--- src/sv/lfu_cache_table_assert.svh ---
// Assertion macros used by the cache table RTL.
`ifndef LFU_CACHE_TABLE_ASSERT_SVH
`define LFU_CACHE_TABLE_ASSERT_SVH

// A condition that holds at every clock edge outside reset.
`define LCT_ASSERT_ALWAYS(label, cond, msg) \
	label: assert property (@(posedge clk) disable iff (!arst_n) (cond)) else $error(msg);

// A cause that is followed by an effect in the next cycle.
`define LCT_ASSERT_NEXT(label, cause, effect, msg) \
	label: assert property (@(posedge clk) disable iff (!arst_n) \
		(cause) |=> (effect)) else $error(msg);

`endif

--- src/sv/lct_pkg.sv ---
package lct_pkg;

	localparam int ENTRIES = 16;
	localparam int IDX_W   = $clog2(ENTRIES);
	localparam int RANK_W  = $clog2(ENTRIES);
	localparam int OCC_W   = $clog2(ENTRIES + 1);
	localparam int CAP_W   = 5;
	localparam int KEY_W   = 32;
	localparam int DATA_W  = 31;
	localparam int CNT_W   = 32;

	// Commands broadcast to every cell.
	localparam logic [1:0] CMD_NONE   = 2'd0;
	localparam logic [1:0] CMD_TOUCH  = 2'd1;
	localparam logic [1:0] CMD_EVICT  = 2'd2;
	localparam logic [1:0] CMD_INSERT = 2'd3;

	typedef struct packed {
		logic [1:0]        op;
		logic              wr_data;
		logic [RANK_W-1:0] ref_rank;
		logic [KEY_W-1:0]  key;
		logic [DATA_W-1:0] data;
	} cell_cmd_t;

	// Running victim candidate handed from cell to cell.
	typedef struct packed {
		logic              vld;
		logic [CNT_W-1:0]  cnt;
		logic [RANK_W-1:0] rank;
		logic [IDX_W-1:0]  idx;
	} cand_t;

endpackage

--- src/sv/lct_cell.sv ---
module lct_cell (
	input  logic                          clk,
	input  logic                          arst_n,
	input  logic [lct_pkg::IDX_W-1:0]     idx,
	input  lct_pkg::cell_cmd_t            cmd,
	input  logic                          sel,
	input  lct_pkg::cand_t                cand_in,
	output lct_pkg::cand_t                cand_out,
	output logic                          valid,
	output logic                          match,
	output logic [lct_pkg::RANK_W-1:0]    rank,
	output logic [lct_pkg::DATA_W-1:0]    data
);
	import lct_pkg::*;

	logic              valid_q;
	logic [KEY_W-1:0]  key_q;
	logic [DATA_W-1:0] data_q;
	logic [CNT_W-1:0]  cnt_q;
	logic [RANK_W-1:0] rank_q;
	cand_t             cand_q;
	cand_t             cand_nxt;
	logic              better;

	assign valid = valid_q;
	assign match = valid_q && (key_q == cmd.key);
	assign rank  = rank_q;
	assign data  = data_q;
	assign cand_out = cand_q;

	// This entry beats the incoming candidate on lower count, then on older touch.
	always_comb begin
		better = valid_q && (!cand_in.vld || (cnt_q < cand_in.cnt) ||
			((cnt_q == cand_in.cnt) && (rank_q > cand_in.rank)));
		if (better) begin
			cand_nxt = '{vld: 1'b1, cnt: cnt_q, rank: rank_q, idx: idx};
		end else begin
			cand_nxt = cand_in;
		end
	end

	// Control state: the valid bit and the candidate stage.
	always_ff @(posedge clk or negedge arst_n) begin
		if (!arst_n) begin
			valid_q <= 1'b0;
			cand_q  <= '0;
		end else begin
			cand_q <= cand_nxt;
			case (cmd.op)
				CMD_EVICT: if (sel) valid_q <= 1'b0;
				CMD_INSERT: if (sel) valid_q <= 1'b1;
				default: ;
			endcase
		end
	end

	// Entry payload, count and recency rank.
	always_ff @(posedge clk) begin
		case (cmd.op)
			CMD_TOUCH: begin
				if (sel) begin
					if (cnt_q != {CNT_W{1'b1}}) cnt_q <= cnt_q + 1'b1;
					rank_q <= '0;
					if (cmd.wr_data) data_q <= cmd.data;
				end else if (valid_q && (rank_q < cmd.ref_rank)) begin
					rank_q <= rank_q + 1'b1;
				end
			end
			CMD_EVICT: begin
				if (!sel && valid_q && (rank_q > cmd.ref_rank)) rank_q <= rank_q - 1'b1;
			end
			CMD_INSERT: begin
				if (sel) begin
					key_q  <= cmd.key;
					data_q <= cmd.data;
					cnt_q  <= CNT_W'(1);
					rank_q <= '0;
				end else if (valid_q) begin
					rank_q <= rank_q + 1'b1;
				end
			end
			default: ;
		endcase
	end

endmodule

--- src/sv/lfu_cache_table.sv ---
// Channel   Direction  Fields
// s_axis    in         tuser: operation; tdata: lookup_key, write_value
// m_axis    out        tuser: hit; tdata: read_value
// cfg       in         data: capacity
//
// A hit or a plain miss passes from the lookup state straight to the done state.
// An insert without eviction adds the insert state; an insert with eviction first
// scans, the victim candidate walking the row of cells one cell per cycle, then evicts and inserts.
// One item is in work at a time; a result waits in the output register while
// the next item is accepted. Reset clears all entries and sets capacity to 16.
module lfu_cache_table (
	input  logic                         clk,
	input  logic                         arst_n,
	input  logic                         s_axis_tvalid,
	output logic                         s_axis_tready,
	input  logic [63:0]                  s_axis_tdata,  // lookup_key[31:0], write_value[62:32]
	input  logic                         s_axis_tuser,  // operation
	output logic                         m_axis_tvalid,
	input  logic                         m_axis_tready,
	output logic [31:0]                  m_axis_tdata,  // read_value[30:0]
	output logic                         m_axis_tuser,  // hit
	input  logic                         cfg_valid,
	output logic                         cfg_ready,
	input  logic [lct_pkg::CAP_W-1:0]    cfg_data
);
	import lct_pkg::*;

	localparam logic [2:0] ST_IDLE   = 3'd0;
	localparam logic [2:0] ST_LOOK   = 3'd1;
	localparam logic [2:0] ST_SCAN   = 3'd2;
	localparam logic [2:0] ST_EVICT  = 3'd3;
	localparam logic [2:0] ST_INSERT = 3'd4;
	localparam logic [2:0] ST_DONE   = 3'd5;

	logic [2:0]        state_q;
	logic [CAP_W-1:0]  cap_q;
	logic [OCC_W-1:0]  occ_q;
	logic [IDX_W-1:0]  scan_q;
	logic              op_q;
	logic [KEY_W-1:0]  key_q;
	logic [DATA_W-1:0] val_q;
	logic              hit_q;
	logic [DATA_W-1:0] rd_q;
	logic              out_valid_q;
	logic              out_hit_q;
	logic [DATA_W-1:0] out_data_q;

	cell_cmd_t          cmd;
	logic [ENTRIES-1:0] sel_vec;
	logic [ENTRIES-1:0] valid_vec;
	logic [ENTRIES-1:0] match_vec;
	logic [RANK_W-1:0]  rank_arr [ENTRIES];
	logic [DATA_W-1:0]  data_arr [ENTRIES];
	cand_t              cand_arr [ENTRIES+1];
	logic [RANK_W-1:0]  hit_rank;
	logic [DATA_W-1:0]  hit_data;
	logic [ENTRIES-1:0] free_sel;
	logic               free_found;
	logic [OCC_W-1:0]   cap_eff;
	logic               any_hit;
	logic               out_free;

	assign s_axis_tready = (state_q == ST_IDLE);
	assign cfg_ready     = 1'b1;
	assign m_axis_tvalid = out_valid_q;
	assign m_axis_tuser  = out_hit_q;
	assign m_axis_tdata  = {1'b0, out_data_q};
	assign out_free      = !out_valid_q || m_axis_tready;
	assign any_hit       = |match_vec;
	assign cap_eff = (cap_q > CAP_W'(ENTRIES)) ? OCC_W'(ENTRIES) : OCC_W'(cap_q);
	assign cand_arr[0] = '0;

	// Row of cells; the candidate chain runs from cell 0 upward.
	for (genvar i = 0; i < ENTRIES; i++) begin : g_cell
		lct_cell u_cell (
			.clk      (clk),
			.arst_n   (arst_n),
			.idx      (IDX_W'(i)),
			.cmd      (cmd),
			.sel      (sel_vec[i]),
			.cand_in  (cand_arr[i]),
			.cand_out (cand_arr[i+1]),
			.valid    (valid_vec[i]),
			.match    (match_vec[i]),
			.rank     (rank_arr[i]),
			.data     (data_arr[i])
		);
	end

	// Rank and data of the matching entry, and the lowest free slot.
	always_comb begin
		hit_rank   = '0;
		hit_data   = '0;
		free_sel   = '0;
		free_found = 1'b0;
		for (int i = 0; i < ENTRIES; i++) begin
			if (match_vec[i]) begin
				hit_rank = hit_rank | rank_arr[i];
				hit_data = hit_data | data_arr[i];
			end
			if (!valid_vec[i] && !free_found) begin
				free_sel[i] = 1'b1;
				free_found  = 1'b1;
			end
		end
	end

	// Command broadcast to the cells for the current step.
	always_comb begin
		cmd.op       = CMD_NONE;
		cmd.wr_data  = op_q;
		cmd.ref_rank = hit_rank;
		cmd.key      = key_q;
		cmd.data     = val_q;
		sel_vec      = match_vec;
		case (state_q)
			ST_LOOK: begin
				if (any_hit && (!op_q || (cap_eff != '0))) cmd.op = CMD_TOUCH;
			end
			ST_EVICT: begin
				cmd.op       = CMD_EVICT;
				cmd.ref_rank = cand_arr[ENTRIES].rank;
				sel_vec      = '0;
				sel_vec[cand_arr[ENTRIES].idx] = cand_arr[ENTRIES].vld;
			end
			ST_INSERT: begin
				cmd.op  = CMD_INSERT;
				sel_vec = free_sel;
			end
			default: ;
		endcase
	end

	// Item registers, loaded on the input transfer, and the lookup result, taken in the lookup state.
	always_ff @(posedge clk) begin
		if (s_axis_tvalid && s_axis_tready) begin
			op_q  <= s_axis_tuser;
			key_q <= s_axis_tdata[31:0];
			val_q <= s_axis_tdata[62:32];
		end
		if (state_q == ST_LOOK) begin
			hit_q <= any_hit;
			rd_q  <= (any_hit && !op_q) ? hit_data : '0;
		end
	end

	// Sequencer, occupancy, configuration and output register.
	always_ff @(posedge clk or negedge arst_n) begin
		if (!arst_n) begin
			state_q     <= ST_IDLE;
			cap_q       <= CAP_W'(16);
			occ_q       <= '0;
			scan_q      <= '0;
			out_valid_q <= 1'b0;
			out_hit_q   <= 1'b0;
			out_data_q  <= '0;
		end else begin
			if (cfg_valid && cfg_ready) cap_q <= cfg_data;
			// The output register takes a finished result, or empties on a transfer.
			if ((state_q == ST_DONE) && out_free) begin
				out_valid_q <= 1'b1;
				out_hit_q   <= hit_q;
				out_data_q  <= rd_q;
			end else if (m_axis_tready) begin
				out_valid_q <= 1'b0;
			end
			case (state_q)
				ST_IDLE: begin
					if (s_axis_tvalid) state_q <= ST_LOOK;
				end
				ST_LOOK: begin
					scan_q <= '0;
					if (!any_hit && op_q && (cap_eff != '0)) begin
						state_q <= (occ_q >= cap_eff) ? ST_SCAN : ST_INSERT;
					end else begin
						state_q <= ST_DONE;
					end
				end
				ST_SCAN: begin
					scan_q <= scan_q + 1'b1;
					if (scan_q == IDX_W'(ENTRIES - 1)) state_q <= ST_EVICT;
				end
				ST_EVICT: begin
					if (cand_arr[ENTRIES].vld) occ_q <= occ_q - 1'b1;
					state_q <= ST_INSERT;
				end
				ST_INSERT: begin
					if (free_found) occ_q <= occ_q + 1'b1;
					state_q <= ST_DONE;
				end
				ST_DONE: begin
					if (out_free) state_q <= ST_IDLE;
				end
				default: state_q <= ST_IDLE;
			endcase
		end
	end

	`include "lfu_cache_table_assert.svh"

	`LCT_ASSERT_ALWAYS(a_one_match, $onehot0(match_vec), "key stored in two entries")
	`LCT_ASSERT_ALWAYS(a_occ_count, $countones(valid_vec) == occ_q, "occupancy out of step")
	`LCT_ASSERT_NEXT(a_scan_evict, (state_q == ST_SCAN) && (scan_q == IDX_W'(ENTRIES - 1)), (state_q == ST_EVICT) && cand_arr[ENTRIES].vld, "no victim found after scan")
	`LCT_ASSERT_NEXT(a_done_load, (state_q == ST_DONE) && out_free, out_valid_q, "result not loaded")

endmodule
--- config.mk ---
export PLATFORM = sky130hd
export DESIGN_NAME = lfu_cache_table
export DESIGN_NICKNAME = d
export VERILOG_FILES = /design/src/sv/lct_pkg.sv /design/src/sv/lct_cell.sv /design/src/sv/lfu_cache_table.sv
export VERILOG_INCLUDE_DIRS = /design/src /design/src/sv
export SDC_FILE = /design/constraint.sdc
export NUM_CORES = 2
export LEC_CHECK = 0
export BUFFER_PORTS_ARGS = -buffer_cell sky130_fd_sc_hd__buf_4
export CAP_MARGIN = 0
export CORE_MARGIN = 5
export CORE_UTILIZATION = 60
export DETAILED_ROUTE_END_ITERATION = 7
export HOLD_SLACK_MARGIN = 0.02
export PLACE_DENSITY_LB_ADDON = 0.1
export SYNTH_ARGS = -nofsm -noshare
export SYNTH_HDL_FRONTEND = slang
export SYNTH_SLANG_ARGS = --single-unit
--- constraint.sdc ---
create_clock -name clk -period 7.93 [get_ports clk]
set_clock_uncertainty 0.2 [all_clocks]
set_input_delay 0.793 -clock clk [delete_from_list [all_inputs] [get_ports clk]]
set_output_delay 0.793 -clock clk [all_outputs]
set_load 0.03 [all_outputs]
After elaboration in Yosys (flattened, before gate mapping)

Cells that the tools add are included.

Register bits: 2,370
Logic and storage cells: 1,134
Output and inout bits: 36
Bits of input ports: 75

Multiplexer cells: 355
Bitwise gates (word level): 31
Reductions and logical operators: 302
Equality and inequality tests: 174
Magnitude comparators: 66
$add $sub $neg: 51

Operators by type and width:

| kind                    | count |
|---|---|
| $mux W32                | 48 |
| $mux W31                | 49 |
| $pmux W32 S2            | 16 |
| $eq A32 B32 Y1          | 31 |
| $pmux W31 S2            | 16 |
| $mux W41                | 16 |
| $add A32 B1 Y32 const B | 16 |
| $ne A32 B32 Y1 const B  | 16 |
| $lt A32 B32 Y1          | 15 |
| $or A31 B31 Y31         | 15 |
| $mux W4                 | 97 |
| $pmux W4 S3             | 16 |
| $reduce_and A4 Y1       | 48 |
| $gt A4 B4 Y1            | 31 |
| $logic_and A1 B1 Y1     | 116 |
| $ne A2 B2 Y1 const B    | 53 |
| $ne A3 B2 Y1 const B    | 32 |
| $add A4 B1 Y4 const B   | 17 |
| $mux W1                 | 67 |
| $ne A2 B1 Y1 const B    | 33 |
| $lt A4 B4 Y1            | 16 |
| $sub A4 B1 Y4 const B   | 16 |
| $logic_not A1 Y1        | 63 |
| $or A4 B4 Y4            | 15 |
| other kinds (30)        | 121 |

Logic depth before layout (Yosys ltp)

Depth after elaboration: 51
Depth in mapped cells: 23
Gate-level depth less buffers: 19

Hierarchy

A second synthesis with hierarchy kept.

Cell total of the unflattened synthesis: 9,192
Area, all modules: 116,923.4 um2

Modules (own cells, without submodules):

| module                          | sequential area each (um2) | area each (um2) | cells an instance | instances |
|---|---|---|---|---|
| lct_cell (g_cell[0].u_cell ...) | 4,023.9                    | 6,740.2         | 525               | 14 |
| lfu_cache_table                 | 4,135.2                    | 8,803.4         | 793               | 1 |
| lct_cell (g_cell[3].u_cell)     | 4,023.9                    | 6,971.7         | 525               | 1 |
| lct_cell (g_cell[9].u_cell)     | 4,023.9                    | 6,785.3         | 524               | 1 |

Worst setup path after synthesis

Ideal clock, no wire load.

Path kind: reg-to-reg
Start: register state_q[2]
End: register g_cell[4].u_cell.cnt_q[0], enable pin
Library setup time: 0.461 ns
Clock period less this slack: 7.308 ns
Cell stages (with the launch flop): 9
Buffers on the path: 2
Data required time: 7.269 ns
Slack: 0.622 ns
Arrival time: 6.647 ns
Cells stage by stage: dfrtp_1 -> buf_4 -> nor3b_2 -> buf_4 -> inv_2 -> nor4_1 -> a21oi_1 -> a21boi_0 -> nor3_1

Word-level cells in the longest chain between the ends: 5
Elaborated cells between the ends (all ways): 12
Those cells by class: eq/ne (8); mux (2); reduce/logical (2)

Ends and longest elaborated chain:

| what                                                        | line                   | source |
|---|---|---|
| start, declared                                             | lfu_cache_table.sv:35  | `logic [2:0] state_q;` |
| start signal, assigned                                      | lfu_cache_table.sv:174 | `state_q <= (occ_q >= cap_eff) ? ST_SCAN : ST_INSERT;` |
| $eq A3 B3 Y1, or another cell as far along                  | lfu_cache_table.sv:116 | `case (state_q)` |
| $pmux W2 S3                                                 | lfu_cache_table.sv:116 |  |
| $eq A2 B1 Y1 or $eq A2 B2 Y1 (tied branches)                | lct_cell.sv:59         | `case (cmd.op)` |
| $ne A2 B1 Y1 (no source line), or another cell as far along | -                      |  |
| $reduce_and A4 Y1 (no source line) *                        | -                      |  |
| end signal, assigned                                        | lct_cell.sv:62         | `if (cnt_q != {CNT_W{1'b1}}) cnt_q <= cnt_q + 1'b1;` |
| end, declared                                               | lct_cell.sv:19         | `logic [CNT_W-1:0] cnt_q;` |

Every way passes the cells marked *; elsewhere a longest branch is shown, timed or not.
A chain may end at the register's enable or synchronous reset.

Worst setup path after layout

Start: register key_q[8]
End: register g_cell[6].u_cell.rank_q[2], enable pin

Word-level cells in the longest chain between the ends: 38
Elaborated cells between the ends (all ways): 83
Those cells by class: order compare (2); eq/ne (22); mux (20); bitwise (15); reduce/logical (24)

Ends and longest elaborated chain:

| what                                                          | line                           | source |
|---|---|---|
| start, declared                                               | lfu_cache_table.sv:40          | `logic [KEY_W-1:0] key_q;` |
| start signal, assigned                                        | lfu_cache_table.sv:138         | `key_q <= s_axis_tdata[31:0];` |
| $eq A32 B32 Y1                                                | lct_cell.sv:26                 | `assign match = valid_q && (key_q == cmd.key);` |
| $logic_and A1 B1 Y1                                           | lct_cell.sv:26                 |  |
| $mux W4                                                       | lfu_cache_table.sv:97          | `if (match_vec[i]) begin` |
| $or A4 B4 Y4                                                  | lfu_cache_table.sv:98          | `hit_rank = hit_rank \| rank_arr[i];` |
| $mux W4                                                       | lfu_cache_table.sv:97          |  |
| $or A4 B4 Y4                                                  | lfu_cache_table.sv:98          |  |
| $mux W4                                                       | lfu_cache_table.sv:97          |  |
| $or A4 B4 Y4                                                  | lfu_cache_table.sv:98          |  |
| [22 not listed]                                               | -                              |  |
| $mux W4                                                       | lfu_cache_table.sv:97          |  |
| $or A4 B4 Y4                                                  | lfu_cache_table.sv:98          |  |
| $mux W4                                                       | lfu_cache_table.sv:97          |  |
| $mux W4                                                       | lfu_cache_table.sv:116         |  |
| $lt A4 B4 Y1 or $gt A4 B4 Y1 (tied branches)                  | lct_cell.sv:65, lct_cell.sv:70 |  |
| $logic_and A1 B1 Y1 (on tied branches)                        | lct_cell.sv:65, lct_cell.sv:70 |  |
| $ne A3 B2 Y1 (no source line) or $ne A2 B1 Y1 (tied branches) | -                              |  |
| $reduce_and A4 Y1 (no source line) *                          | -                              |  |
| end signal, assigned                                          | lct_cell.sv:66                 | `rank_q <= rank_q + 1'b1;` |
| end signal, assigned                                          | lct_cell.sv:70                 | `if (!sel && valid_q && (rank_q > cmd.ref_rank)) rank_q <= rank_q - 1'b1;` |
| end signal, assigned                                          | lct_cell.sv:79                 | `rank_q <= rank_q + 1'b1;` |
| end, declared                                                 | lct_cell.sv:20                 | `logic [RANK_W-1:0] rank_q;` |

Marked as above.

==> results.yml <==
outcome:
  status: "finished, final reports clean"
yosys:
  syn-num-nets: 10310
  synth_xor_xnor_area_share: 0.06840
  synth_warnings: 0
  syn_avg_cell_area_um2: 12.15
  synth-simple-area-share: 0.1162
  synth_top_area_cell: "edfxtp_1"
  synthMuxAreaShare: 0.04233
  synth_top_cell_area_share: 0.4339
  ys.flop_type: "edfxtp_1"
  seq_area_frac_synth: 0.5792
  synthAdderAreaFrac: 0.07131
  netlist_instances: 9570
  ys_seq_elements: 2355
  synth_compound_area_frac: 0.08760
  synth_enable_flop_cells: 1680
  synth_area_mm2: 0.1163
  ys_async_sr_fraction: 0.2866
  synth_area_leaders: "edfxtp_1 43%, dfrtp_1 15%, ha_1 7.1%"
  synth_top_family_by_area: "simple AND/OR/NAND/NOR gates"
  post_synth_num_cell_types: 80
placement:
  hpwl_um: 194300
  placed_cell_area_mm2: 0.1208
  gp_congestion: 0.8877
  numPortBuffers: 107
sta:
  tightest_slew_ns: 1.269
  fin_crit_sh: 0.7952
  relSlewSlack: 0.1537
  fin_crit_ns: 6.306
  hold_viol: 0
  slew_violations: 0
  holdWs_ns: 0.1436
  max_freq_mhz: 158.6
  setup_viol: 0
  rsz0062_at_grt: "false"
  fin_setup_tns_ns: 0
setup_path:
  cp_top_family: "compound AO/OA/AOI/OAI gates"
  crit_top_cell: "buf_4"
  r2r_cells: 18
  end_kind: "flip-flop"
  path_class: "flip-flop to flip-flop"
  slowest_stage: "edfxtp_1"
  slowest_delay_ns: 1.10
  crit_fanout: 38
  path_cells: "buf_4, xor2_1, nor4_1, nand4_1, nor3_2, buf_4, a22oi_1, nand3_1, or3_1, o21ai_2, buf_4, ha_1, nor2b_1, o21ai_0, nand2b_1, a21oi_1, o21ai_0, a211oi_1"
  cp_data_arrival_time_ns: 6.57
  critPathBufInv: 3
  cp-startpoint: "key_q[8]$_DFFE_PP_"
  crit_required_ns: 8.20
  r2r_start: "key_q[8]$_DFFE_PP_"
  startpoint_type: "flip-flop"
  cp.depth: 18
pwr:
  p_per_area_mw_per_mm2: 309.8
  p_leak_nw: 50.28
  total_power_mw: 40.23
  ir_drop_uv: 270.2
floorplanning:
  die_x_um: 450.2
  die_h_um: 450.2
  core-area_mm2: 0.1926
  io_pins: 111
  num_rows: 161
  fp.dieArea_mm2: 0.2027
  initial_core_util: 0.6037
global_route:
  use_met3: 0.04680
  grt_use_met2: 0.4763
  grtUsageTotal: 0.2883
  grt_pass1_vias: 77140
  grt_first_pass_wirelength_um: 456900
  top_usage_layer: "met2"
  gr-total-overflow: 0
  grt_use_met1: 0.3945
  grt_max_degree: 157
  antenna_found_initial: 6
final_layout:
  num-fill-cells: 14010
  drive_gt1_frac: 0.1239
  most-common-layout-cells: "1680 x edfxtp_1, 714 x xor2_1, 671 x dfrtp_1"
  final_common_cell: "edfxtp_1"
  design_area_mm2: 0.1298
  fin_util: 0.6742
  area_growth_syn_to_layout_pct: 11.68
  final_nets: 10530
hold_path:
  holdCritStartpoint: "cfg_data[4]"
  hold_depth: 3
  min_path_type: "input pin to flip-flop"
clock_tree:
  cts_buffer_depth: 3
  cts_resized: 0
  htree_levels: 4
  hold_buffers: 73
  numCtsBuffers: 238
  clk_latency_ns: 0.91
  postCtsSetupBuffers: 0
  cts.sinks: 2355
  root_buffer: "clkbuf_16"
  clk_pin_slew_ns: 0.06
  cts_tree: "yes"
flow_run:
  maxCapViolCount: 0
detailed_routing:
  num_vias: 77950
  wirelength_um: 297200
  wl_per_cell_um: 23.71
  vias_per_cell: 6.220
  first_pass_iters: 8
  drt_iter0_markers: 7902
  drc: 0
  ant_nets: 0
==> sequential cells by signal, indices dropped and copies added, names as in the netlist, 31 cells and up <==
register	cells
g_cell.u_cell.rank	64
val_q	31
key_q	32
g_cell.u_cell.cnt_q	512
g_cell.u_cell.cand_out	609
g_cell.u_cell.key_q	512
out_data_q	31
rd_q	31
g_cell.u_cell.data	496
==> where the power goes <==
part           internal (mW)  total (mW)  switching, mW
Combinational           4.46        10.7           6.28
Clock                   6.88        11.7           4.87
Sequential              15.9        17.7           1.88
==> worst reg2reg max path: cells and delay by family, from the launching register on <==
kind | cells | cell delay (ns)
AOI/OAI and AO/OA | 6 | 1.71
buffers and inverters | 3 | 1.26
and+or+nand+nor | 7 | 1.21
DFF | 1 | 1.10
adders and majority gates | 1 | 0.30
xor gates and xnor gates | 1 | 0.09
==> layer usage <==
layer / up-vias / part of all wire
met5: - / 0.000044
met4: 2 / 0.033
met3: 558 / 0.073
met2: 2945 / 0.48
met1: 38840 / 0.42
li1: 35600 / -
==> cell usage after synthesis (19+ instances only) <==
master    number
a21oi_1      361
and4_1        41
nand3_1      373
o21a_1        52
nand4_1      309
nor2_1       613
edfxtp_1    1680
dfrtp_1      674
buf_1         32
and2_1        89
mux2i_1       36
nand2b_1      55
or2_2         38
nand2_1      416
or3_1        100
a22o_1       100
clkbuf_1     299
nor2b_1       94
o21ai_0      248
o22ai_1       39
a221oi_1     118
inv_1        645
ha_1         661
or4_1         42
a21o_1       186
a211oi_1      19
nor4_1       148
nor3_1       102
and3_1       182
buf_2         70
o211ai_1     128
xnor2_1      194
xor2_1       714
a22oi_1       96
a31oi_1       69
mux2_2       405
==> cell type report <==
class	instances	area [µm²]	area share
Tap cell	2526	3161	0.02434
Multi-Input combinational cell	6162	45400	0.3496
Clock inverter	119	1569	0.01208
Sequential cell	2355	67340	0.5187
Clock buffer	335	6756	0.05204
Inverter	647	2429	0.01870
Timing Repair Buffer	384	3173	0.02444
Antenna cell	4	10.01	0.00007709
==> per-stage QoR <==
step | cells | worst slack, ns
after floorplan | 9570 | 0.6222
after global placement | 12000 | 1.927
after detailed placement | 12000 | 1.919
after CTS | 12530 | 1.755
after global routing | 12530 | 1.480
final | 12530 | 1.624
==> logic make-up (layout without fill, tap and decap cells) <==
logic type,Yosys count,count (layout)
and+or+nand+nor,2626,2626
other,2,6
adders and majority gates,662,662
AOI/OAI and AO/OA,1523,1523
muxes,441,441
DFF,2355,2355
xor gates and xnor gates,908,908
buffers and inverters,1053,1485
==> worst paths after layout <==
kind,to,slack (ns)
worst max-delay path,g_cell[6].u_cell.rank[2]$_DFFE_PP_,1.62
worst min-delay path,cap_q[4]$_DFFE_PN1P_,0.14
worst max register to register,g_cell[6].u_cell.rank[2]$_DFFE_PP_,1.62
worst min register to register,g_cell[5].u_cell.cand_out[2]$_DFF_PN0_,0.22
max in group asynchronous,g_cell[10].u_cell.cand_out[24]$_DFF_PN0_,5.67
min in group asynchronous,g_cell[2].u_cell.cand_out[18]$_DFF_PN0_,0.38
Power figures use the tool's default switching activity.
